==> src/rtl/core/strongly_connected_components_defines.svh <==
// Assertion macros for the SCC block.
`ifndef STRONGLY_CONNECTED_COMPONENTS_DEFINES_SVH
`define STRONGLY_CONNECTED_COMPONENTS_DEFINES_SVH

// same-cycle implication
`define SCC_ASSERT_NOW(lbl, ant, cons) \
	lbl: assert property (@(posedge clk) disable iff (!arst_n) (ant) |-> (cons)) \
		else $error("scc check failed");

// next-cycle implication
`define SCC_ASSERT_NEXT(lbl, ant, cons) \
	lbl: assert property (@(posedge clk) disable iff (!arst_n) (ant) |=> (cons)) \
		else $error("scc check failed");

`endif

==> src/rtl/core/scc_pkg.sv <==
package scc_pkg;

	localparam int CMD_W       = 2;
	localparam int VTX_W       = 9;
	localparam int ID_W        = 8;
	localparam int TOTAL_W     = 9;
	localparam int STATUS_W    = 2;
	localparam int CFG_W       = 9;
	localparam int S_TDATA_W   = 24;
	localparam int M_TDATA_W   = 24;

	typedef enum logic [1:0] {
		CMD_CLEAR   = 2'd0,
		CMD_ADD     = 2'd1,
		CMD_COMPUTE = 2'd2,
		CMD_QUERY   = 2'd3
	} cmd_t;

	typedef enum logic [1:0] {
		ST_OK        = 2'd0,
		ST_RANGE     = 2'd1,
		ST_NOT_READY = 2'd2
	} status_t;

	typedef enum logic [3:0] {
		S_IDLE,
		S_CLR,
		S_ADD_WR,
		S_QRY,
		S_P1_ROOT,
		S_P1_LOAD,
		S_P1_SCAN,
		S_P1_POP,
		S_P2_NEXT,
		S_P2_FIN,
		S_P2_VISIT,
		S_P2_SCAN,
		S_P2_POP
	} state_t;

	typedef struct packed {
		logic    take;
		logic    invalidate;
		logic    clr_start;
		logic    clr_step;
		logic    add_rd;
		logic    add_wr;
		logic    qry_rd;
		logic    resp;
		logic    resp_qry;
		status_t resp_st;
		logic    p1_init;
		logic    root_skip;
		logic    root_start;
		logic    row_rd;
		logic    scan_step;
		logic    p1_push;
		logic    p1_finish;
		logic    pop_rd;
		logic    p1_restore;
		logic    p2_init;
		logic    fin_rd;
		logic    p2_root;
		logic    p2_visit;
		logic    p2_push;
		logic    p2_take;
		logic    cc_inc;
		logic    done;
	} dp_cmd_t;

	typedef struct packed {
		logic a_ok;
		logic ab_ok;
		logic rv;
		logic out_busy;
		logic clr_last;
		logic root_end;
		logic root_vis;
		logic scan_end;
		logic hit_rev;
		logic hit_fwd;
		logic sp_zero;
		logic idx_zero;
		logic fin_vis;
	} dp_sts_t;

endpackage

==> src/rtl/core/scc_ctrl.sv <==
`include "strongly_connected_components_defines.svh"

module scc_ctrl (
	input  logic              clk,
	input  logic              arst_n,
	input  logic              in_valid,
	input  scc_pkg::cmd_t     op,
	input  scc_pkg::dp_sts_t  sts,
	output logic              in_ready,
	output scc_pkg::dp_cmd_t  cmd
);

	scc_pkg::state_t state_q, state_d;
	logic clr_cmd_q, clr_cmd_d;

	always_ff @(posedge clk or negedge arst_n) begin
		if (!arst_n) begin
			state_q   <= scc_pkg::S_CLR;
			clr_cmd_q <= 1'b0;
		end else begin
			state_q   <= state_d;
			clr_cmd_q <= clr_cmd_d;
		end
	end

	always_comb begin
		state_d   = state_q;
		clr_cmd_d = clr_cmd_q;
		cmd       = '0;
		cmd.resp_st = scc_pkg::ST_OK;
		in_ready  = 1'b0;
		case (state_q)
			scc_pkg::S_IDLE: begin
				in_ready = !sts.out_busy;
				if (in_valid && !sts.out_busy) begin
					cmd.take = 1'b1;
					case (op)
						scc_pkg::CMD_CLEAR: begin
							cmd.invalidate = 1'b1;
							cmd.clr_start  = 1'b1;
							clr_cmd_d      = 1'b1;
							state_d        = scc_pkg::S_CLR;
						end
						scc_pkg::CMD_ADD: begin
							if (sts.ab_ok) begin
								cmd.invalidate = 1'b1;
								cmd.add_rd     = 1'b1;
								state_d        = scc_pkg::S_ADD_WR;
							end else begin
								cmd.resp    = 1'b1;
								cmd.resp_st = scc_pkg::ST_RANGE;
							end
						end
						scc_pkg::CMD_COMPUTE: begin
							cmd.p1_init = 1'b1;
							state_d     = scc_pkg::S_P1_ROOT;
						end
						scc_pkg::CMD_QUERY: begin
							if (!sts.a_ok) begin
								cmd.resp    = 1'b1;
								cmd.resp_st = scc_pkg::ST_RANGE;
							end else if (!sts.rv) begin
								cmd.resp    = 1'b1;
								cmd.resp_st = scc_pkg::ST_NOT_READY;
							end else begin
								cmd.qry_rd = 1'b1;
								state_d    = scc_pkg::S_QRY;
							end
						end
						default: ;
					endcase
				end
			end
			scc_pkg::S_CLR: begin
				cmd.clr_step = 1'b1;
				if (sts.clr_last) begin
					cmd.resp  = clr_cmd_q;
					clr_cmd_d = 1'b0;
					state_d   = scc_pkg::S_IDLE;
				end
			end
			scc_pkg::S_ADD_WR: begin
				cmd.add_wr = 1'b1;
				cmd.resp   = 1'b1;
				state_d    = scc_pkg::S_IDLE;
			end
			scc_pkg::S_QRY: begin
				cmd.resp     = 1'b1;
				cmd.resp_qry = 1'b1;
				state_d      = scc_pkg::S_IDLE;
			end
			scc_pkg::S_P1_ROOT: begin
				if (sts.root_end) begin
					cmd.p2_init = 1'b1;
					state_d     = scc_pkg::S_P2_NEXT;
				end else if (sts.root_vis) begin
					cmd.root_skip = 1'b1;
				end else begin
					cmd.root_start = 1'b1;
					state_d        = scc_pkg::S_P1_LOAD;
				end
			end
			scc_pkg::S_P1_LOAD: begin
				cmd.row_rd = 1'b1;
				state_d    = scc_pkg::S_P1_SCAN;
			end
			scc_pkg::S_P1_SCAN: begin
				if (sts.scan_end) begin
					cmd.p1_finish = 1'b1;
					if (sts.sp_zero) begin
						cmd.root_skip = 1'b1;
						state_d       = scc_pkg::S_P1_ROOT;
					end else begin
						cmd.pop_rd = 1'b1;
						state_d    = scc_pkg::S_P1_POP;
					end
				end else if (sts.hit_rev) begin
					cmd.p1_push = 1'b1;
					state_d     = scc_pkg::S_P1_LOAD;
				end else begin
					cmd.scan_step = 1'b1;
				end
			end
			scc_pkg::S_P1_POP: begin
				cmd.p1_restore = 1'b1;
				state_d        = scc_pkg::S_P1_LOAD;
			end
			scc_pkg::S_P2_NEXT: begin
				if (sts.idx_zero) begin
					cmd.done = 1'b1;
					cmd.resp = 1'b1;
					state_d  = scc_pkg::S_IDLE;
				end else begin
					cmd.fin_rd = 1'b1;
					state_d    = scc_pkg::S_P2_FIN;
				end
			end
			scc_pkg::S_P2_FIN: begin
				if (sts.fin_vis) begin
					state_d = scc_pkg::S_P2_NEXT;
				end else begin
					cmd.p2_root = 1'b1;
					state_d     = scc_pkg::S_P2_VISIT;
				end
			end
			scc_pkg::S_P2_VISIT: begin
				cmd.p2_visit = 1'b1;
				cmd.row_rd   = 1'b1;
				state_d      = scc_pkg::S_P2_SCAN;
			end
			scc_pkg::S_P2_SCAN: begin
				if (sts.scan_end) begin
					if (sts.sp_zero) begin
						cmd.cc_inc = 1'b1;
						state_d    = scc_pkg::S_P2_NEXT;
					end else begin
						cmd.pop_rd = 1'b1;
						state_d    = scc_pkg::S_P2_POP;
					end
				end else if (sts.hit_fwd) begin
					cmd.p2_push = 1'b1;
				end else begin
					cmd.scan_step = 1'b1;
				end
			end
			scc_pkg::S_P2_POP: begin
				cmd.p2_take = 1'b1;
				state_d     = scc_pkg::S_P2_VISIT;
			end
			default: state_d = scc_pkg::S_IDLE;
		endcase
	end

	// a result never lands on a full output register
	`SCC_ASSERT_NOW(a_resp_free, cmd.resp, !sts.out_busy)
	// compute ends back in idle
	`SCC_ASSERT_NEXT(a_done_idle, cmd.done, state_q == scc_pkg::S_IDLE)
	// every new walk starts from an empty stack
	`SCC_ASSERT_NOW(a_p1_root_empty, state_q == scc_pkg::S_P1_ROOT, sts.sp_zero)
	`SCC_ASSERT_NOW(a_p2_root_empty, state_q == scc_pkg::S_P2_NEXT, sts.sp_zero)

endmodule

==> config.mk <==
export PLATFORM = sky130hd
export DESIGN_NAME = scc_ctrl
export DESIGN_NICKNAME = d
export VERILOG_FILES = /design/src/rtl/core/scc_pkg.sv /design/src/rtl/core/scc_ctrl.sv
export VERILOG_INCLUDE_DIRS = /design/src /design/src/rtl/core
export SDC_FILE = /design/constraint.sdc
export NUM_CORES = 1
export LEC_CHECK = 0
export ABC_CLOCK_PERIOD_IN_PS = 3300
export BUFFER_PORTS_ARGS = -buffer_cell sky130_fd_sc_hd__buf_2
export CAP_MARGIN = 20
export CELL_PAD_IN_SITES_DETAIL_PLACEMENT = 1
export CELL_PAD_IN_SITES_GLOBAL_PLACEMENT = 1
export CORE_MARGIN = 2
export CORE_UTILIZATION = 33
export DETAILED_ROUTE_END_ITERATION = 12
export PLACE_DENSITY_LB_ADDON = 0.1
export SETUP_SLACK_MARGIN = 0.3
export SLEW_MARGIN = 10
export SYNTH_ARGS = -nofsm -noshare
export SYNTH_HDL_FRONTEND = slang
export SYNTH_SLANG_ARGS = --single-unit
==> constraint.sdc <==
create_clock -name clk -period 3.3 [get_ports clk]
set_input_delay 0.825 -clock clk [delete_from_list [all_inputs] [get_ports clk]]
set_output_delay 0.825 -clock clk [all_outputs]
set_load 0.01 [all_outputs]
# --- Word-level counts from Yosys, hierarchy flattened ---
# Cells that the tools add are included.
# W data, S select, Z words.
totals:
  register_bits: 5
  output_inout_bits: 29
  wordCells: 119
op_classes:
  eq_ne: 24
  mux: 84
  n_reduce_logical: 9
op_table:
  columns: ["op", "n"]
  rows:
  - ["$mux W1", 49]
  - ["$mux W4", 11]
  - ["$pmux W4 S11", 1]
  - ["$eq A4 B4 Y1 const B", 5]
  - ["$mux W2", 9]
  - ["$eq A4 B3 Y1 const B", 4]
  - ["$pmux W4 S4", 1]
  - ["$mux W3", 5]
  - ["$ne A3 B3 Y1 const B", 5]
  - ["$pmux W1 S2", 6]
  - ["$eq A4 B2 Y1 const B", 2]
  - ["$reduce_and A8 Y1", 1]
  - ["$ne A2 B2 Y1 const B", 3]
  - ["$eq A2 B2 Y1 const B", 2]
  - ["$eq A4 B1 Y1 const B", 1]
  - ["$logic_not A4 Y1", 1]
  - ["$pmux W1 S4", 1]
  - ["$pmux W2 S2", 1]
  - ["$reduce_and A4 Y1", 1]
  - ["$reduce_or A2 Y1", 2]
  - ["$eq A2 B1 Y1 const B", 1]
  - ["$logic_not A2 Y1", 1]
  - ["$ne A2 B1 Y1 const B", 1]
  - ["$reduce_bool A2 Y1", 1]
  - ["2 further kinds", 2]

# --- Longest topological paths before layout ---
depth:
  ltp_word: 5
  ltp_mapped: 6
  mapped_depth_nobuf: 6

# --- Worst setup path before layout ---
# OpenSTA, ideal clock, no wires.
synth_timing:
  kind: "in2out"
  from: "input in_valid"
  to: "output cmd[20] in the netlist's numbering"
  t_arrival_ps: 1818
  required_time_ps: 2475
  slack_ps: 657
  cell_stages: 4
  path_buffers: 0
  path_cell_list: "nor2b_1 nand3_1 a211oi_1 or3_1"
synth_rtl:
  columns: ["item", "line_no", "source"]
  rows:
  - ["start, declared", "scc_ctrl.sv:6", "input logic in_valid,"]
  - ["end, declared", "scc_ctrl.sv:10", "output scc_pkg::dp_cmd_t cmd"]

==> results.py <==
metrics = {
    "setup_path": {
        "slowest_delay_ns": 0.37,
        "cp_max_fo": 5,
        "cp-start-kind": "input port",
        "cp_slowest_cell": "or3_1",
        "critPathKind": "in -> out",
        "critical_path_arrival_ns": 2.05,
        "crit_chain": "buf_2 > inv_1 > ha_1 > nor2_1 > a211oi_1 > or3_1 > buf_2",
        "cp_common_cell": "buf_2",
        "r2r_start": "state_q[3]$_DFFE_PN0P_",
        "crit_path_start": "op[1]",
        "crit_buf_inv": 3,
        "crit_path_end_kind": "output pin",
        "crit_family": "simple AND/OR/NAND/NOR gates",
        "cp.required_ns": 2.47,
    },
    "floorplanning": {
        "die_h_um": 55.7,
        "rows": 18,
        "start_util": 0.353,
        "ios": 47,
        "core_mm2": 0.00250,
        "die_x_um": 55.7,
        "dieArea_mm2": 0.00311,
    },
    "routing": {
        "first_pass_iters": 3,
        "dr_total_vias": 1040,
        "routed_wl_um": 2920,
        "wl_per_cell_um": 15.3,
        "postRouteAntennaNets": 0,
        "drt_iter0_markers": 17,
        "vias_per_cell": 5.45,
        "route.detailed.drc": 0,
    },
    "global_route": {
        "antenna_found_initial": 0,
        "grt_pass1_wl_um": 4870,
        "grt_max_degree": 22,
        "grt_pass1_vias": 1022,
        "grt_overflow": 0,
        "grt_usage": 0.190,
    },
    "sta": {
        "hold_viol": 0,
        "rsz0062_at_grt": "no",
        "setup_tns_ns": 0,
        "tightest_slew_ns": 0.741,
        "min_period_ns": 2.88,
        "finalSetupViolations": 0,
        "post-route-period-util": 0.872,
        "fin_skew_ns": 0.00347,
        "relSlewSlack": 0.506,
        "whs_ns": 0.391,
        "max_clock_freq_mhz": 347,
        "drv_slew": 0,
    },
    "place": {
        "port-buffer-count": 46,
        "placed_area_mm2": 0.00111,
        "gp_congestion": 0.799,
        "placedCellCount": 187,
        "hpwl_um": 2330,
    },
    "cts": {
        "cts_setup_buffers": 0,
        "cts_resized": 0,
        "holdBufCountCts": 0,
        "htree_levels": 1,
        "cts.sinks": 5,
        "cts.clk_slew.worst_paths_ns": 0.05,
        "clk-insertion-delay-late_ns": 0.24,
        "cts_tree": "done",
        "clock-root-buffer": "clkbuf_4",
        "numCtsBuffers": 3,
        "cts_buffer_depth": 2,
    },
    "yosys": {
        "synth_top_area_frac": 0.113,
        "syn_inst": 118,
        "yosysTopAreaCell": "dfrtp_1",
        "ys_types": 45,
        "synth_seq_cells": 5,
        "syn_area_um2": 883,
        "ys_top_cells_by_area": "dfrtp_1, ha_1, nand2b_1",
        "avgSynthCellArea_um2": 7.49,
        "yosys_warnings": 0,
        "syn-num-nets": 143,
        "yosysSeqAreaShare": 0.143,
    },
    "finish": {
        "final_area_mm2": 0.00114,
        "fillers": 345,
        "stdcell_count": 191,
        "nNetsFinal": 187,
        "layout-drive-gt1-share": 0.360,
        "antennaDiodeCount": 0,
        "area_delta_synth_final_pct": 29.2,
    },
    "run_status": {
        "outcome": "completed",
    },
    "power_and_ir_drop": {
        "cellLeakagePower_uw": 0.000602,
        "irDropWorstVdd_mv": 0.367,
        "power-per-cell-area_mw_per_mm2": 624,
        "power.total_uw": 712,
    },
    "worst_hold_path": {
        "hp-class": "in -> async",
    },
    "flow_run": {
        "max_cap_viol_count": 0,
    },
}
## state kept, by name (all words and copies together), names as in the netlist
register	flops
state_q	4
clr_cmd_q	1
## final cells by class
type | count | area, um2 | area share
Inverter | 5 | 18.8 | 0.0164
Multi-Input combinational cell | 100 | 694 | 0.609
Timing Repair Buffer | 47 | 238 | 0.208
Tap cell | 30 | 37.5 | 0.0329
Sequential cell | 5 | 126 | 0.111
Clock buffer | 4 | 26.3 | 0.0230
## stage by stage
step                      setup WS (ns)  utilization
final                             0.421        0.456
after global routing              0.310        0.456
after CTS                         0.413        0.456
after detailed placement          0.410        0.446
after global placement            0.496        0.446
after floorplan                   0.657            -
## worst register-to-register path: stages (launching register included)
cell     delay, ns
dfrtp_1       0.81
nor4b_2       0.19
a32o_1        0.28
or4_1         0.47
a22o_1        0.24
## per-layer routing
layer	part of all wire	global-route usage	routed length, um
met3	0.029	0.0163	86
met1	0.46	0.255	1350
met5	0	0	0
met2	0.50	0.328	1480
met4	0.0038	0.0418	11
## layout by cell type, fill, tap and decap left out, drive strengths merged, types with 2 or more instances in the layout
cell / Yosys / routed
nor3b: 2 / 2
inv: 5 / 5
o22ai: 3 / 3
clkbuf: 4 / 4
or4: 2 / 2
buf: 4 / 47
nor4b: 2 / 2
nor2: 15 / 15
and3: 4 / 4
nor3: 7 / 7
nand2b: 9 / 9
a31oi: 2 / 2
o32ai: 2 / 2
ha: 7 / 7
dfrtp: 4 / 4
nor2b: 5 / 5
o31ai: 2 / 2
and2: 3 / 3
a21oi: 3 / 3
nand2: 6 / 6
o21ai: 6 / 6
nand3: 5 / 5
## Yosys cell counts, drive strengths merged
| cell | instances |
|---|---|
| a211oi | 1 |
| a21o | 1 |
| a21oi | 3 |
| a22o | 1 |
| a2bb2oi | 1 |
| a31oi | 2 |
| a32o | 1 |
| a41oi | 1 |
| and2 | 3 |
| and3 | 4 |
| and3b | 1 |
| and4b | 1 |
| buf | 4 |
| clkbuf | 4 |
| dfrtp | 4 |
| dfstp | 1 |
| ha | 7 |
| inv | 5 |
| mux2 | 1 |
| mux4 | 1 |
| nand2 | 6 |
| nand2b | 9 |
| nand3 | 5 |
| nand3b | 1 |
| nor2 | 15 |
| nor2b | 5 |
| nor3 | 7 |
| nor3b | 2 |
| nor4 | 1 |
| nor4b | 2 |
| o21ai | 6 |
| o22ai | 3 |
| o31ai | 2 |
| o32ai | 2 |
| or2b | 1 |
| or3 | 1 |
| or4 | 2 |
| or4b | 1 |
## kinds of logic (layout without fill, tap and decap cells)
group	after synthesis	count (layout)	synth area share
adder cells (fa/ha/maj)	7	7	0.0991
AO/OA/AOI/OAI	24	24	0.194
multiplexers	2	2	0.0467
flip-flops	5	5	0.143
buffers and inverters	13	56	0.0708
AND/OR/NAND/NOR	67	67	0.446
## power by group
| part | internal, uW | total, uW | switching [uW] |
|---|---|---|---|
| combinational | 218 | 444 | 226 |
| sequential | 92.7 | 199 | 107 |
| clock | 45.6 | 69.4 | 23.8 |
| total | 356 | 712 | 356 |
## path summary, 6_finish.rpt
check / endpoint / slack (ns) / cells after the start
worst min register to register: clr_cmd_q$_DFFE_PN0P_ / 0.57 / 1
max in group asynchronous: state_q[0]$_DFFE_PN1P_ / 2.70 / 1
worst min-delay path: state_q[2]$_DFFE_PN0P_ / 0.39 / 1
worst max register to register: state_q[2]$_DFFE_PN0P_ / 1.20 / 4
worst max-delay path: cmd[20] / 0.42 / 7
min in group clk: clr_cmd_q$_DFFE_PN0P_ / 0.57 / 1
Power figures use the tool's default switching activity.
